$ cat src/hw/rtl/mck_pkg.sv
`default_nettype none
// ----------------------------------------------------------------------------
// Morse character keyer package
// Shared types, register indexes, character codes and the Morse code table.
// ----------------------------------------------------------------------------
package mck_pkg;

  // Register widths and output widths
  localparam int unsigned DotMsW   = 10;
  localparam int unsigned DotsW    = 4;
  localparam int unsigned ToneW    = 12;
  localparam int unsigned SilenceW = 14;
  localparam int unsigned CodeW    = 8;
  localparam int unsigned CfgIdxW  = 2;

  // Configuration register indexes
  localparam logic [CfgIdxW-1:0] REG_DOT_MS       = 2'd0;
  localparam logic [CfgIdxW-1:0] REG_SIGNAL_PAUSE = 2'd1;
  localparam logic [CfgIdxW-1:0] REG_LETTER_PAUSE = 2'd2;
  localparam logic [CfgIdxW-1:0] REG_WORD_PAUSE   = 2'd3;

  // Register reset values
  localparam logic [DotMsW-1:0] DOT_MS_RST       = 10'd60;
  localparam logic [DotsW-1:0]  SIGNAL_PAUSE_RST = 4'd1;
  localparam logic [DotsW-1:0]  LETTER_PAUSE_RST = 4'd3;
  localparam logic [DotsW-1:0]  WORD_PAUSE_RST   = 4'd7;

  // Character codes
  localparam logic [CodeW-1:0] SPACE_CODE  = 8'd32;
  localparam logic [CodeW-1:0] TABLE_FIRST = 8'd39;
  localparam logic [CodeW-1:0] TABLE_LAST  = 8'd90;

  // Tone lengths in dots
  localparam logic [DotsW-1:0] DOT_DOTS  = 4'd1;
  localparam logic [DotsW-1:0] DASH_DOTS = 4'd3;

  // Configuration as seen by the sequencer
  typedef struct packed {
    logic [DotMsW-1:0] dot_ms;
    logic [DotsW-1:0]  signal_pause_dots;
    logic [DotsW-1:0]  letter_pause_dots;
    logic [DotsW-1:0]  word_pause_dots;
  } mck_cfg_t;

  // Entry per character: a start bit, then the signals, first signal highest
  // (1 is a dash, 0 a dot). A zero entry is an undefined character.
  localparam logic [7:0] MORSE_TABLE [52] = '{
    8'h5E, 8'h36, 8'h6D, 8'h19, 8'h2A, 8'h73, 8'h61, 8'h55, 8'h32, 8'h3F,
    8'h2F, 8'h27, 8'h23, 8'h21, 8'h20, 8'h30, 8'h38, 8'h3C, 8'h3E, 8'h78,
    8'h00, 8'h00, 8'h31, 8'h00, 8'h4C, 8'h5A, 8'h05, 8'h18, 8'h1A, 8'h0C,
    8'h02, 8'h12, 8'h0E, 8'h10, 8'h04, 8'h17, 8'h0D, 8'h14, 8'h07, 8'h06,
    8'h0F, 8'h16, 8'h1D, 8'h0A, 8'h08, 8'h03, 8'h09, 8'h11, 8'h0B, 8'h19,
    8'h1B, 8'h1C
  };

  // True for a code that the table covers
  function automatic logic in_table(input logic [CodeW-1:0] code);
    return (code >= TABLE_FIRST) && (code <= TABLE_LAST);
  endfunction

  // Table entry for a code inside the table range
  function automatic logic [7:0] morse_entry(input logic [CodeW-1:0] code);
    logic [CodeW-1:0] offs;
    offs = code - TABLE_FIRST;
    return MORSE_TABLE[offs[5:0]];
  endfunction

endpackage
`default_nettype wire

$ cat src/hw/rtl/morse_character_keyer.sv
`default_nettype none
// ----------------------------------------------------------------------------
// Morse character keyer
// A character's first word is built in the LOOK, TONE and SIL states after
// acceptance, and each further word in TONE and SIL after the previous one is taken.
// A new character is taken only once the last word of the previous one is taken;
// the one multiplier is shared between tone and silence of every word.
// Reset: the sequencer goes idle and the registers take their default values.
// ----------------------------------------------------------------------------
module morse_character_keyer (
  input  wire logic                         clk_i,
  input  wire logic                         rst_ni,
  input  wire logic                         cfg_we_i,
  input  wire logic [mck_pkg::CfgIdxW-1:0]  cfg_index_i,
  input  wire logic [mck_pkg::DotMsW-1:0]   cfg_wdata_i,
  input  wire logic                         in_valid_i,
  output logic                              in_stall_o,
  input  wire logic [mck_pkg::CodeW-1:0]    char_code_i,
  output logic                              out_valid_o,
  input  wire logic                         out_stall_i,
  output logic      [mck_pkg::ToneW-1:0]    tone_ms_o,
  output logic      [mck_pkg::SilenceW-1:0] silence_ms_o,
  output logic                              last_o
);
  import mck_pkg::*;

  mck_cfg_t            cfg_q;
  logic [DotsW-1:0]    mul_dots;
  logic [SilenceW-1:0] mul_ms;

  // Configuration registers
  always_ff @(posedge clk_i or negedge rst_ni) begin
    if (!rst_ni) begin
      cfg_q.dot_ms            <= DOT_MS_RST;
      cfg_q.signal_pause_dots <= SIGNAL_PAUSE_RST;
      cfg_q.letter_pause_dots <= LETTER_PAUSE_RST;
      cfg_q.word_pause_dots   <= WORD_PAUSE_RST;
    end else if (cfg_we_i) begin
      case (cfg_index_i)
        REG_DOT_MS:       cfg_q.dot_ms            <= cfg_wdata_i;
        REG_SIGNAL_PAUSE: cfg_q.signal_pause_dots <= cfg_wdata_i[DotsW-1:0];
        REG_LETTER_PAUSE: cfg_q.letter_pause_dots <= cfg_wdata_i[DotsW-1:0];
        REG_WORD_PAUSE:   cfg_q.word_pause_dots   <= cfg_wdata_i[DotsW-1:0];
        default: begin
        end
      endcase
    end
  end

  // Shared duration multiplier
  mck_mul u_mul (
    .dots_i   (mul_dots),
    .dot_ms_i (cfg_q.dot_ms),
    .ms_o     (mul_ms)
  );

  // Character sequencer
  mck_seq u_seq (
    .clk_i        (clk_i),
    .rst_ni       (rst_ni),
    .cfg_i        (cfg_q),
    .in_valid_i   (in_valid_i),
    .in_stall_o   (in_stall_o),
    .char_code_i  (char_code_i),
    .out_valid_o  (out_valid_o),
    .out_stall_i  (out_stall_i),
    .tone_ms_o    (tone_ms_o),
    .silence_ms_o (silence_ms_o),
    .last_o       (last_o),
    .mul_dots_o   (mul_dots),
    .mul_ms_i     (mul_ms)
  );

endmodule
`default_nettype wire

$ cat src/hw/rtl/mck_mul.sv
`default_nettype none
// ----------------------------------------------------------------------------
// Morse keyer duration multiplier
// Shared unit that turns a duration in dots into milliseconds.
// ----------------------------------------------------------------------------
module mck_mul (
  input  wire logic [mck_pkg::DotsW-1:0]    dots_i,
  input  wire logic [mck_pkg::DotMsW-1:0]   dot_ms_i,
  output logic      [mck_pkg::SilenceW-1:0] ms_o
);
  import mck_pkg::*;

  logic [DotsW+DotMsW-1:0] prod;

  // A 4 by 10 bit product; every legal result fits in the silence width.
  assign prod = {{DotMsW{1'b0}}, dots_i} * {{DotsW{1'b0}}, dot_ms_i};
  assign ms_o = prod[SilenceW-1:0];

endmodule
`default_nettype wire

$ cat src/hw/rtl/mck_seq.sv
`default_nettype none
// ----------------------------------------------------------------------------
// Morse keyer sequencer
// Looks a character up, walks its signal bits and builds each output word
// with two passes through the shared multiplier: tone first, then silence.
// ----------------------------------------------------------------------------
module mck_seq (
  input  wire logic                         clk_i,
  input  wire logic                         rst_ni,
  input  wire mck_pkg::mck_cfg_t            cfg_i,
  input  wire logic                         in_valid_i,
  output logic                              in_stall_o,
  input  wire logic [mck_pkg::CodeW-1:0]    char_code_i,
  output logic                              out_valid_o,
  input  wire logic                         out_stall_i,
  output logic      [mck_pkg::ToneW-1:0]    tone_ms_o,
  output logic      [mck_pkg::SilenceW-1:0] silence_ms_o,
  output logic                              last_o,
  output logic      [mck_pkg::DotsW-1:0]    mul_dots_o,
  input  wire logic [mck_pkg::SilenceW-1:0] mul_ms_i
);
  import mck_pkg::*;

  localparam logic [2:0] ST_IDLE = 3'd0;
  localparam logic [2:0] ST_LOOK = 3'd1;
  localparam logic [2:0] ST_TONE = 3'd2;
  localparam logic [2:0] ST_SIL  = 3'd3;
  localparam logic [2:0] ST_OUT  = 3'd4;

  logic [2:0]          state_q, state_d;
  logic [CodeW-1:0]    code_q, code_d;
  logic [7:0]          entry_q, entry_d;
  logic [2:0]          rem_q, rem_d;
  logic                space_q, space_d;
  logic                last_q, last_d;
  logic [ToneW-1:0]    tone_q, tone_d;
  logic [SilenceW-1:0] sil_q, sil_d;
  logic [7:0]          lookup;
  logic [2:0]          msb_pos;
  logic [2:0]          bit_idx;

  // Position of the start bit; an empty entry yields no signals.
  always_comb begin
    lookup  = morse_entry(code_q);
    msb_pos = 3'd0;
    for (int i = 1; i < 8; i++) begin
      if (lookup[i]) begin
        msb_pos = 3'(i);
      end
    end
  end

  assign bit_idx = rem_q - 3'd1;

  // Factor handed to the shared multiplier in each step
  always_comb begin
    mul_dots_o = DOT_DOTS;
    if (state_q == ST_TONE) begin
      mul_dots_o = entry_q[bit_idx] ? DASH_DOTS : DOT_DOTS;
    end else if (state_q == ST_SIL) begin
      if (!last_q) begin
        mul_dots_o = cfg_i.signal_pause_dots;
      end else if (space_q) begin
        mul_dots_o = cfg_i.word_pause_dots;
      end else begin
        mul_dots_o = cfg_i.letter_pause_dots;
      end
    end
  end

  // Sequencer
  always_comb begin
    state_d = state_q;
    code_d  = code_q;
    entry_d = entry_q;
    rem_d   = rem_q;
    space_d = space_q;
    last_d  = last_q;
    tone_d  = tone_q;
    sil_d   = sil_q;
    case (state_q)
      ST_IDLE: begin
        if (in_valid_i) begin
          code_d  = char_code_i;
          state_d = ST_LOOK;
        end
      end
      ST_LOOK: begin
        space_d = (code_q == SPACE_CODE);
        entry_d = lookup;
        rem_d   = msb_pos;
        if (code_q == SPACE_CODE) begin
          rem_d   = 3'd0;
          state_d = ST_TONE;
        end else if (in_table(code_q)) begin
          state_d = ST_TONE;
        end else begin
          state_d = ST_IDLE;
        end
      end
      ST_TONE: begin
        if (space_q || (rem_q == 3'd0)) begin
          tone_d = '0;
          last_d = 1'b1;
        end else begin
          tone_d = mul_ms_i[ToneW-1:0];
          last_d = 1'b0;
        end
        state_d = ST_SIL;
      end
      ST_SIL: begin
        sil_d   = mul_ms_i;
        state_d = ST_OUT;
      end
      ST_OUT: begin
        if (!out_stall_i) begin
          if (last_q) begin
            state_d = ST_IDLE;
          end else begin
            rem_d   = rem_q - 3'd1;
            state_d = ST_TONE;
          end
        end
      end
      default: begin
        state_d = ST_IDLE;
      end
    endcase
  end

  always_ff @(posedge clk_i or negedge rst_ni) begin
    if (!rst_ni) begin
      state_q <= ST_IDLE;
      last_q  <= 1'b0;
      space_q <= 1'b0;
      rem_q   <= 3'd0;
    end else begin
      state_q <= state_d;
      last_q  <= last_d;
      space_q <= space_d;
      rem_q   <= rem_d;
    end
  end

  always_ff @(posedge clk_i) begin
    code_q  <= code_d;
    entry_q <= entry_d;
    tone_q  <= tone_d;
    sil_q   <= sil_d;
  end

  assign in_stall_o   = (state_q != ST_IDLE);
  assign out_valid_o  = (state_q == ST_OUT);
  assign tone_ms_o    = tone_q;
  assign silence_ms_o = sil_q;
  assign last_o       = last_q;

endmodule
`default_nettype wire
$ cat config.mk
export PLATFORM = sky130hd
export DESIGN_NAME = morse_character_keyer
export DESIGN_NICKNAME = d
export VERILOG_FILES = /design/src/hw/rtl/mck_pkg.sv /design/src/hw/rtl/morse_character_keyer.sv /design/src/hw/rtl/mck_mul.sv /design/src/hw/rtl/mck_seq.sv
export SDC_FILE = /design/constraint.sdc
export NUM_CORES = 1
export LEC_CHECK = 0
export BUFFER_PORTS_ARGS = -buffer_cell sky130_fd_sc_hd__buf_2
export CORE_MARGIN = 3
export CORE_UTILIZATION = 39
export DETAILED_ROUTE_END_ITERATION = 7
export PLACE_DENSITY = 0.62
export SLEW_MARGIN = 20
export SYNTH_ARGS = -nofsm -noshare
export SYNTH_HDL_FRONTEND = slang
export SYNTH_SLANG_ARGS = --single-unit
export TNS_END_PERCENT = 10
$ cat constraint.sdc
create_clock -name clk_i -period 12.9 [get_ports clk_i]
set_input_delay 0 -clock clk_i [delete_from_list [all_inputs] [get_ports clk_i]]
set_output_delay 0 -clock clk_i [all_outputs]
set_load 0.02 [all_outputs]
**Word level (Yosys, flattened, before mapping)**

Memories as Yosys holds them, arrays and structs flattened.
Index checks and enable logic that the tools add are counted.

- Add/sub/neg operators: 2
- Multiply operators: 1
- Magnitude comparators: 4
- Equality and inequality tests: 11
- Muxes and demuxes: 27
- Bitwise logic cells: 1
- Reductions and logical operators: 14

Operators by type and width:

| kind | number |
|---|---|
| 2-to-1 mux 3 bit | 12 |
| 2-to-1 mux 4 bit | 4 |
| 2-to-1 mux 8 bit | 2 |
| case mux 3 bit (5 select lines) | 1 |
| multiplier 4 x 10 -> 14 bit | 1 |
| AND reduction 2 bit | 6 |
| equality test 8 x 6 -> 1 bit, second input constant | 1 |
| >= comparator 8 x 6 -> 1 bit, second input constant | 1 |
| <= comparator 8 x 7 -> 1 bit, second input constant | 1 |
| >= comparator 7 bit, second input constant | 1 |
| inverter 6 -> 7 bit | 1 |
| equality test 3 x 2 -> 1 bit, second input constant | 2 |
| zero test 3 bit | 2 |
| 2-to-1 mux 2 bit | 3 |
| != test 2 bit, second input constant | 3 |
| case mux 3 bit (2 select lines) | 1 |
| subtractor 6 bit, second input constant | 1 |
| equality test 2 bit, second input constant | 2 |
| < comparator 3 x 4 -> 1 bit, second input constant | 1 |
| binary-select mux 1 bit (select 3 bit) | 1 |
| equality test 3 x 1 -> 1 bit, second input constant | 1 |
| equality test 3 bit, second input constant | 1 |
| 2-to-1 mux 1 bit | 3 |
| AND reduction 3 bit | 1 |
| other kinds (7) | 7 |

- Bits in registers: 72
- Memory bits (read-only): 512
- Output and inout port bits: 29
- Word-level logic and storage cells: 73
- Memories kept: 1

Memories:

| memory | words | bits a word | rd ports | clocked after memory_dff | write ports | line | RTL |
|---|---|---|---|---|---|---|---|
| (no name shown) | 64 | 8 | 1 | 0 | 0 | mck_pkg.sv:65 | `return MORSE_TABLE[offs[5:0]];` |

**Logic depth before layout (Yosys ltp)**

Gate-level depths: netlist of the first run.

- Depth in word-level cells: 14
- Gate-level depth with buffers: 21
- Mapped depth without buffers: 21

**By module**

A second synthesis of the first run with hierarchy kept.

- Cells, all modules: 478
- Area total of the unflattened synthesis: 5,118.7 um^2

By module, submodules not included:

| module | instances | cells each | area each (um^2) | sequential area each (um^2) |
|---|---|---|---|---|
| mck_seq | 1 | 281 | 3,040.4 | 1,431.4 |
| mck_mul | 1 | 148 | 1,223.7 | 0.0 |
| morse_character_keyer | 1 | 49 | 854.6 | 563.0 |

**Worst setup path after synthesis of the first run**

OpenSTA, ideal clock, no wires.

- Path kind: reg2reg
- From: register u_seq.rem_q[0]
- To: register u_seq.sil_q[12] (netlist: u_seq.silence_ms_o[12]) (data pin)
- Library setup time: 0.259 ns
- Arrival time: 4.567 ns
- Data required time: 12.641 ns
- Setup slack: 8.074 ns
- Cell stages (with the launch flop): 19
- Path buffers: 0
- Path through: dfrtp_1 inv_1 ha_1 xnor2_1 mux4_2 a21oi_1 nor2_1 o21ai_1 or2_2 fa_1 fa_1 fa_1 nor2b_1 o21ai_0 a21boi_0 o21ai_0 a21oi_1 nor4b_1 a211o_1

- Longest elaborated chain between the ends: 6

RTL lines:

| what | line | RTL |
|---|---|---|
| start: declaration | mck_seq.sv:33 | `logic [2:0] rem_q, rem_d;` |
| start signal: assignment | mck_seq.sv:141 | `rem_q <= rem_d;` |
| subtractor 3 x 1 -> 3 bit | mck_seq.sv:53 | `assign bit_idx = rem_q - 3'd1;` |
| binary-select mux 1 bit (select 3 bit) | mck_seq.sv:59 | `mul_dots_o = entry_q[bit_idx] ? DASH_DOTS : DOT_DOTS;` |
| 2-to-1 mux 1 bit (implied by the code) | mck_seq.sv:59 |  |
| 2-to-1 mux 2 bit | mck_seq.sv:59 |  |
| 2-to-1 mux 4 bit | mck_seq.sv:58 | `if (state_q == ST_TONE) begin` |
| multiplier 4 x 10 -> 14 bit | mck_mul.sv:16 | `assign prod = {{DotMsW{1'b0}}, dots_i} * {{DotsW{1'b0}}, dot_ms_i};` |
| net mul_ms[12] | morse_character_keyer.sv:29 | `logic [SilenceW-1:0] mul_ms;` |
| end signal: assignment | mck_seq.sv:149 | `sil_q <= sil_d;` |
| end: declaration | mck_seq.sv:37 | `logic [SilenceW-1:0] sil_q, sil_d;` |

The timed path passes the listed nets, and every way through them passes these cells. The select of a mux whose other input is x is not followed.
A chain may end at the register's enable or synchronous reset.

**Worst setup path in the final report of the first run**

Same ends and word-level chain as after synthesis.

==> results.yml, run 1 <==
status:
  run_status: "finished clean"
cells_and_area:
  finalNetCount: 648
  n_antenna_cell: 0
  fin_cells: 752
  most-common-layout-cells: "sky130_fd_sc_hd__inv_1 (53), sky130_fd_sc_hd__buf_2 (53), sky130_fd_sc_hd__nand2_1 (45)"
  final_design_area_no_fill_mm2: 0.00592
  flow.area_growth_from_synthesis_pct: 17.9
  layout-drive-gt1-share_pct: 18.3
drt:
  post_drt_via_cell_ratio: 5.06
  route.detailed.wl_per_inst_um: 13.9
  detail_route.first_pass.iterations: 5
  drt-initial-drc-count: 275
  detailroute.wirelength.met2_um: 4570
  wl_um: 10500
  dr.max_layer_used: "met4"
  detailroute.via_count: 3808
  met3_routed_wirelength_um: 490
  drt_drc_violations_left: 0
  drt-met1-wl_um: 5180
  ant_nets: 0
power_and_ir_drop:
  cellInternalPower_mw: 0.733
  share_of_total_power_in_the_clock_network_pct: 20.8
  vdd_drop_max_mv: 0.187
  cell_area_power_density_mw_per_mm2: 206
  switching_fraction_of_total_power_pct: 39.9
  seqPwrFrac_pct: 32.7
  power.share.combinational_pct: 46.5
  p_leak_nw: 2.56
  power_switching_mw: 0.487
placed_design:
  hpwl_um: 7650
  post-place-cells: 715
  dpl-instance-area_mm2: 0.00539
  numPortBuffers: 53
  routabilityCongestion: 0.884
  pre_cts_ws_ps: 7460
clock_network:
  root_buffer: "sky130_fd_sc_hd__clkbuf_16"
  cts-root-to-sink-buffers: 2
  h-tree-depth: 3
  tritoncts: "done"
  insertion_delay_ps: 330
  clock_sink_count: 71
  cts_inserted_buffers: 9
  register_clock_pin_slew_on_the_reported_worst_setup_and_hold_paths_ps: 60
  post_cts_resized: 0
logic_synthesis:
  ys_seq_area_share_pct: 39.7
  post_synthesis_instance_total: 517
  number_of_nets_in_the_synthesized_netlist: 586
  yosysTopAreaCellShare_pct: 24.5
  synthesis.area_mm2: 0.00502
  postSynth.asyncResetShare_pct: 42.3
  synth_largest_area_cell: "sky130_fd_sc_hd__edfxtp_1"
  synth_top_family_by_area: "simple AND/OR/NAND/NOR gates"
  synth_seq_cells: 71
  synth_ff_type: "sky130_fd_sc_hd__edfxtp_1"
  synth.top_cells.by_area: "sky130_fd_sc_hd__edfxtp_1 (25%), sky130_fd_sc_hd__dfrtp_1 (10%), sky130_fd_sc_hd__ha_1 (7.0%)"
  post_synthesis_share_of_cell_area_spent_on_and_or_nand_and_nor_gates_pct: 16.0
  muxShareOfSynthArea_pct: 5.81
  synth-xor-area-share_pct: 3.27
  post_synth.cell_area_avg_um2: 9.71
  synth_compound_area_share_pct: 15.4
  number_of_enable_flip_flop_cells_after_synthesis: 41
  share_of_synthesized_cell_area_in_full_adder_half_adder_and_majority_cells_pct: 13.4
  yosysUniqueCellTypes: 67
  yosys_warnings: 0
sta:
  grt_setup_unrepaired: "false"
  max_freq_ghz: 0.181
  worst_slew_pin_slew_ps: 1030
  final-setup-viol-count: 0
  slew_violations: 0
  finalSetupTns_ps: 0
  setup_ws_ps: 7390
  smallest_hold_slack_ps: 104
  slew_margin_rel_pct: 31.1
  final.setup_skew_ps: 6.19
  crit_path_time_final_ps: 5510
  final-hold-violation-count: 0
  layout_worst_path_cycle_share_pct: 42.7
grt:
  grt_antenna_before_repair: 0
  track_usage_pct: 15.2
  via_count_of_the_first_global_routing_pass: 3693
  grt_remaining_overflow: 0
  grt_max_degree: 31
  wire_length_of_the_first_global_routing_pass_um: 17800
die:
  core_area_mm2: 0.0123
  row_count: 40
  chipWidth_um: 119
  total_die_area_mm2: 0.0143
  initial_utilization_pct: 40.8
  die_y_um: 119
  io_pins: 54
flow_run:
  drv_cap: 0
setup_path:
  crit_fanout: 10
  worstPathBufferInverterCount: 1
  critPathMostFrequentCell: "sky130_fd_sc_hd__fa_1"
  worstPathRequired_ps: 12980
  crit_path_start_kind: "register"
  path_cells: "inv_1, ha_1, xnor2_1, mux4_2, a21oi_1, nor2_1, o21ai_1, or2_2, fa_1, fa_1, fa_1, nor2b_1, o21ai_0, a21boi_0, o21ai_0, a21oi_1, nor4b_1, a211o_1"
  cp_endpoint_kind: "register"
  cpPeakStageDelay_ps: 550
  worst_path_dominant_cell_family: "compound AO/OA/AOI/OAI gates"
  timing.critical_path.arrival_ps: 5590
  critical_path_class: "register to register"
  critical_path.slowest_cell: "sky130_fd_sc_hd__o21ai_1"
worst_hold_path:
  hold_path.class: "input pin to register"
per-stage QoR:
stage / utilization, % / total power, mW
after floorplan: - / 0.827
after global placement: 43.8 / 0.949
final: 48.1 / 1.22
after CTS: 48.0 / 1.22
after detailed placement: 43.8 / 0.959
after global routing: 48.1 / 1.32
worst min-delay path, delay by kind of cell:
kind	cells	cell delay, ps
AOI/OAI and AO/OA	1	70
buffers and inverters	1	110
and+or+nand+nor	2	240
repair_timing:
item | in CTS | in global routing
setup buffers | 0 | 0
endpoints found under the hold margin | 52 | 0
hold buffers | 21 | 0
per-layer routing:
layer / track usage (%) / vias to the layer above
li1: - / 1913
met1: 21.9 / 1768
met2: 22.1 / 107
met3: 3.66 / 20
met4: 5.37 / 0
met5: 0 / -
synth_stat cells (all sizes together) (2+ instances only):
| cell | count |
|---|---|
| a221oi | 2 |
| ha | 28 |
| and2 | 31 |
| o31ai | 3 |
| clkbuf | 14 |
| o221ai | 2 |
| fa | 16 |
| nand3 | 8 |
| xor2 | 5 |
| nand2 | 45 |
| xnor2 | 12 |
| nor3 | 10 |
| inv | 54 |
| o21ai | 31 |
| a31oi | 5 |
| edfxtp | 41 |
| nand3b | 4 |
| mux2 | 15 |
| or3 | 3 |
| o2111ai | 2 |
| nand4 | 3 |
| dfstp | 10 |
| a211oi | 5 |
| a31o | 2 |
| mux2i | 10 |
| or4b | 2 |
| a21oi | 40 |
| nand2b | 5 |
| o21a | 4 |
| a311oi | 3 |
| nor2b | 6 |
| o211ai | 4 |
| buf | 10 |
| dfrtp | 20 |
| nor2 | 39 |
| a21o | 3 |
| or2 | 2 |
cell families (layout without fill, tap and decap cells):
| group | count (synthesis) | in the layout |
|---|---|---|
| DFF | 71 | 71 |
| muxes | 26 | 26 |
| and+or+nand+nor | 162 | 162 |
| AOI/OAI and AO/OA | 118 | 118 |
| buffers and inverters | 79 | 146 |
| xor gates and xnor gates | 17 | 17 |
| adders and majority gates | 44 | 44 |
worst paths after layout:
kind	slack, ps	depth (start not counted)	startpoint	endpoint
max in group asynchronous	12210	2	rst_ni	cfg_q[10]
worst min-delay path	100	4	cfg_index_i[1]	cfg_q[15]
worst max-delay path	7390	18	u_seq.rem_q[0]	u_seq.silence_ms_o[12]
worst min register to register	510	1	cfg_q[9]	cfg_q[9]
min in group asynchronous	240	2	rst_ni	cfg_q[20]
worst max register to register	7390	18	u_seq.rem_q[0]	u_seq.silence_ms_o[12]
cell type report:
type	count	area, µm²
Fill cell	1148	6390
Multi-Input combinational cell	367	2720
Sequential cell	71	1990
Timing Repair Buffer	75	483
Clock buffer	11	233
Tap cell	168	210
Inverter	55	206
Clock inverter	5	72.6
state kept, by name, indices dropped and copies added, names as in the netlist:
name and flops:
cfg_q 22, u_seq.state_q 3, u_seq.rem_q 3, u_seq.tone_ms_o 12
u_seq.last_o 1, u_seq.code_q 8, u_seq.space_q 1, u_seq.silence_ms_o 14
u_seq.entry_q 7
power groups by stage:
stage | Combinational, mW | Sequential, mW | Clock [mW]
detailed placement | 0.557 | 0.403 | 0
global placement | 0.549 | 0.400 | 0
finish | 0.567 | 0.399 | 0.254
global route | 0.640 | 0.408 | 0.272
floorplan | 0.418 | 0.409 | 0
CTS | 0.565 | 0.399 | 0.260
No activity file was read; power rests on OpenSTA's default activity.
==> run 2: changes to the inputs <==
- ABC_AREA: unset -> 1
- clock period: 12.9 -> 5.5 ns (I/O delays scaled with it)
==> run 2 against run 1 <==
Compared with the run above: flip-flop and latch count unchanged; power rose by 120%; critical path depth grew 4; critical endpoint is now u_seq.tone_ms_o[10]; largest power group unchanged.
==> results.yml, run 2 <==
drt:
  detail_route.first_pass.iterations: 5
  detailroute.via_count: 3998
  ant_nets: 0
  wl_um: 10600
  route.detailed.wl_per_inst_um: 13.0
  drt-initial-drc-count: 313
  post_drt_via_cell_ratio: 4.93
  drt_drc_violations_left: 0
die:
  core_area_mm2: 0.0117
  row_count: 39
  die_y_um: 117
  chipWidth_um: 117
  initial_utilization_pct: 40.9
  io_pins: 54
  total_die_area_mm2: 0.0136
setup_path:
  crit_path_start_kind: "register"
  path_cells: "inv_1, ha_1, inv_1, o21ai_0, o22ai_1, o211ai_1, nand2_1, clkinv_1, nor2_1, fa_1, inv_1, fa_1, inv_1, ha_1, a21oi_1, o21ai_0, a21o_1, nand2_1, nand2_1, a21oi_1, xnor2_1, and2_1"
  cp_endpoint_kind: "register"
  critical_path_class: "register to register"
  cpPeakStageDelay_ps: 430
  critPathMostFrequentCell: "sky130_fd_sc_hd__inv_1"
  worst_path_dominant_cell_family: "adder cells"
  timing.critical_path.arrival_ps: 4570
  worstPathRequired_ps: 5590
  critical_path.slowest_cell: "sky130_fd_sc_hd__dfrtp_1"
  crit_fanout: 9
  worstPathBufferInverterCount: 5
sta:
  grt_setup_unrepaired: "false"
  finalSetupTns_ps: 0
  max_freq_ghz: 0.223
  crit_path_time_final_ps: 4480
  final.setup_skew_ps: 5.71
  final-setup-viol-count: 0
  final-hold-violation-count: 0
  worst_slew_pin_slew_ps: 706
  layout_worst_path_cycle_share_pct: 81.4
  slew_margin_rel_pct: 52.9
  smallest_hold_slack_ps: 81.2
  slew_violations: 0
logic_synthesis:
  post_synthesis_instance_total: 586
  postSynth.asyncResetShare_pct: 42.3
  yosysTopAreaCellShare_pct: 25.8
  number_of_nets_in_the_synthesized_netlist: 655
  number_of_enable_flip_flop_cells_after_synthesis: 41
  synthesis.area_mm2: 0.00477
  post_synth.cell_area_avg_um2: 8.14
  most_common_library_cells_after_synthesis: "sky130_fd_sc_hd__nand2_1 (131), sky130_fd_sc_hd__inv_1 (97), sky130_fd_sc_hd__nor2_1 (78), sky130_fd_sc_hd__edfxtp_1 (41), sky130_fd_sc_hd__o21ai_0 (40)"
  yosysMostFrequentCell: "sky130_fd_sc_hd__nand2_1"
  ys_seq_area_share_pct: 41.8
  synth_ff_type: "sky130_fd_sc_hd__edfxtp_1"
  synth_largest_area_cell: "sky130_fd_sc_hd__edfxtp_1"
  yosysUniqueCellTypes: 39
  synth_seq_cells: 71
  yosys_warnings: 0
  synth.top_cells.by_area: "sky130_fd_sc_hd__edfxtp_1 (26%), sky130_fd_sc_hd__dfrtp_1 (10%), sky130_fd_sc_hd__nand2_1 (10%)"
placed_design:
  hpwl_um: 8100
  routabilityCongestion: 0.878
  numPortBuffers: 53
power_and_ir_drop:
  cell_area_power_density_mw_per_mm2: 475
  p_leak_nw: 2.84
  vdd_drop_max_mv: 0.189
status:
  run_status: "finished clean"
clock_network:
  cts-root-to-sink-buffers: 2
  post_cts_buffers: 0
  register_clock_pin_slew_on_the_reported_worst_setup_and_hold_paths_ps: 60
  tritoncts: "done"
  h-tree-depth: 3
  insertion_delay_ps: 330
  cts_inserted_buffers: 9
  clock_sink_count: 71
  root_buffer: "sky130_fd_sc_hd__clkbuf_16"
grt:
  via_count_of_the_first_global_routing_pass: 3780
  grt_antenna_before_repair: 0
  grt_max_degree: 31
  track_usage_pct: 16.5
  grt_remaining_overflow: 0
  wire_length_of_the_first_global_routing_pass_um: 17700
cells_and_area:
  finalCoreUtilization_pct: 48.9
  finalNetCount: 732
  layout_commonest_cell: "sky130_fd_sc_hd__nand2_1"
  nFillCells: 1118
  flow.area_growth_from_synthesis_pct: 19.5
  n_antenna_cell: 0
  most-common-layout-cells: "sky130_fd_sc_hd__nand2_1 (131), sky130_fd_sc_hd__inv_1 (97), sky130_fd_sc_hd__nor2_1 (78)"
  largest-register: "cfg_q"
  flip_flop_count_of_the_largest_register_all_copies_and_words_added: 22
  layout-drive-gt1-share_pct: 15.0
worst_hold_path:
  hold_path.class: "input pin to register"
flow_run:
  drv_cap: 0
## run 2: cell types whose count changed after synthesis, moves of 11 or more
cell and delta:
sky130_fd_sc_hd__inv_1 +44, sky130_fd_sc_hd__nor2_1 +39, sky130_fd_sc_hd__nand2_1 +86, sky130_fd_sc_hd__o21ai_0 +11, sky130_fd_sc_hd__nand3_1 +20, sky130_fd_sc_hd__and2_1 -30, sky130_fd_sc_hd__mux2_2 -14
## run 2: repair_timing
item,in CTS,in global routing
hold buffers,20,0
endpoints found under the hold margin,49,0
gates resized for setup,0,0
## run 2: cell families after synthesis
logic type / Yosys count / share of synthesized area, %
adders and majority gates: 44 / 14.1
buffers and inverters: 109 / 8.91
and+or+nand+nor: 259 / 22.6
xor gates and xnor gates: 10 / 1.84
AOI/OAI and AO/OA: 93 / 10.8
DFF: 71 / 41.8
## run 2: final cells by class
| type | instances | area, µm² | area share (%) |
|---|---|---|---|
| clock buffer | 10 | 229 | 4.02 |
| clock inverter | 6 | 85.1 | 1.49 |
| inverter | 101 | 379 | 6.65 |
| multi-input combinational | 406 | 2360 | 41.4 |
| sequential | 71 | 1990 | 35.0 |
| tap | 143 | 179 | 3.14 |
| timing repair buffer | 74 | 473 | 8.29 |
## run 2: per-stage QoR
step           instances  setup WS [ps]  area (µm²)  power (mW)
2_1_floorplan        586            743        4770        1.78
3_3_place_gp         775           1270        5180        2.04
3_5_place_dp         775           1110        5180        2.08
4_1_cts              811           1080        5700        2.72
5_1_grt              811            558        5700        2.95
6_report             811           1020        5700        2.71
## run 2: power breakdown
part	internal, mW	switching [mW]	leakage [nW]
Combinational	0.412	0.821	1.97
Clock	0.395	0.217	0.148
Sequential	0.778	0.0824	0.727
## run 2: final timing paths
kind / from / to / cells after the start / slack [ps]
worst min-delay path: in_valid_i / u_seq.state_q[0] / 5 / 80
worst max register to register: u_seq.rem_q[0] / u_seq.tone_ms_o[10] / 22 / 1020
worst max-delay path: u_seq.rem_q[0] / u_seq.tone_ms_o[10] / 22 / 1020
max in group asynchronous: rst_ni / u_seq.space_q / 2 / 4770
min in group asynchronous: rst_ni / u_seq.rem_q[2] / 2 / 270
worst min register to register: cfg_q[9] / cfg_q[9] / 2 / 490
## run 2: routing by layer
metal	track usage, %	part of all wire [%]	routed length [µm]	vias to the layer above
met3	4.09	5.2	546	12
met2	25.4	44	4640	113
met1	22.9	49	5200	1832
met4	5.35	1.6	166	0
met5	0	0	0	-
li1	-	-	-	2041
## run 2: tightest hold or removal path, delay by kind of cell
family | cells | cell delay [ps]
compound gates | 1 | 120
buf+inv | 3 | 200
simple gates | 1 | 50
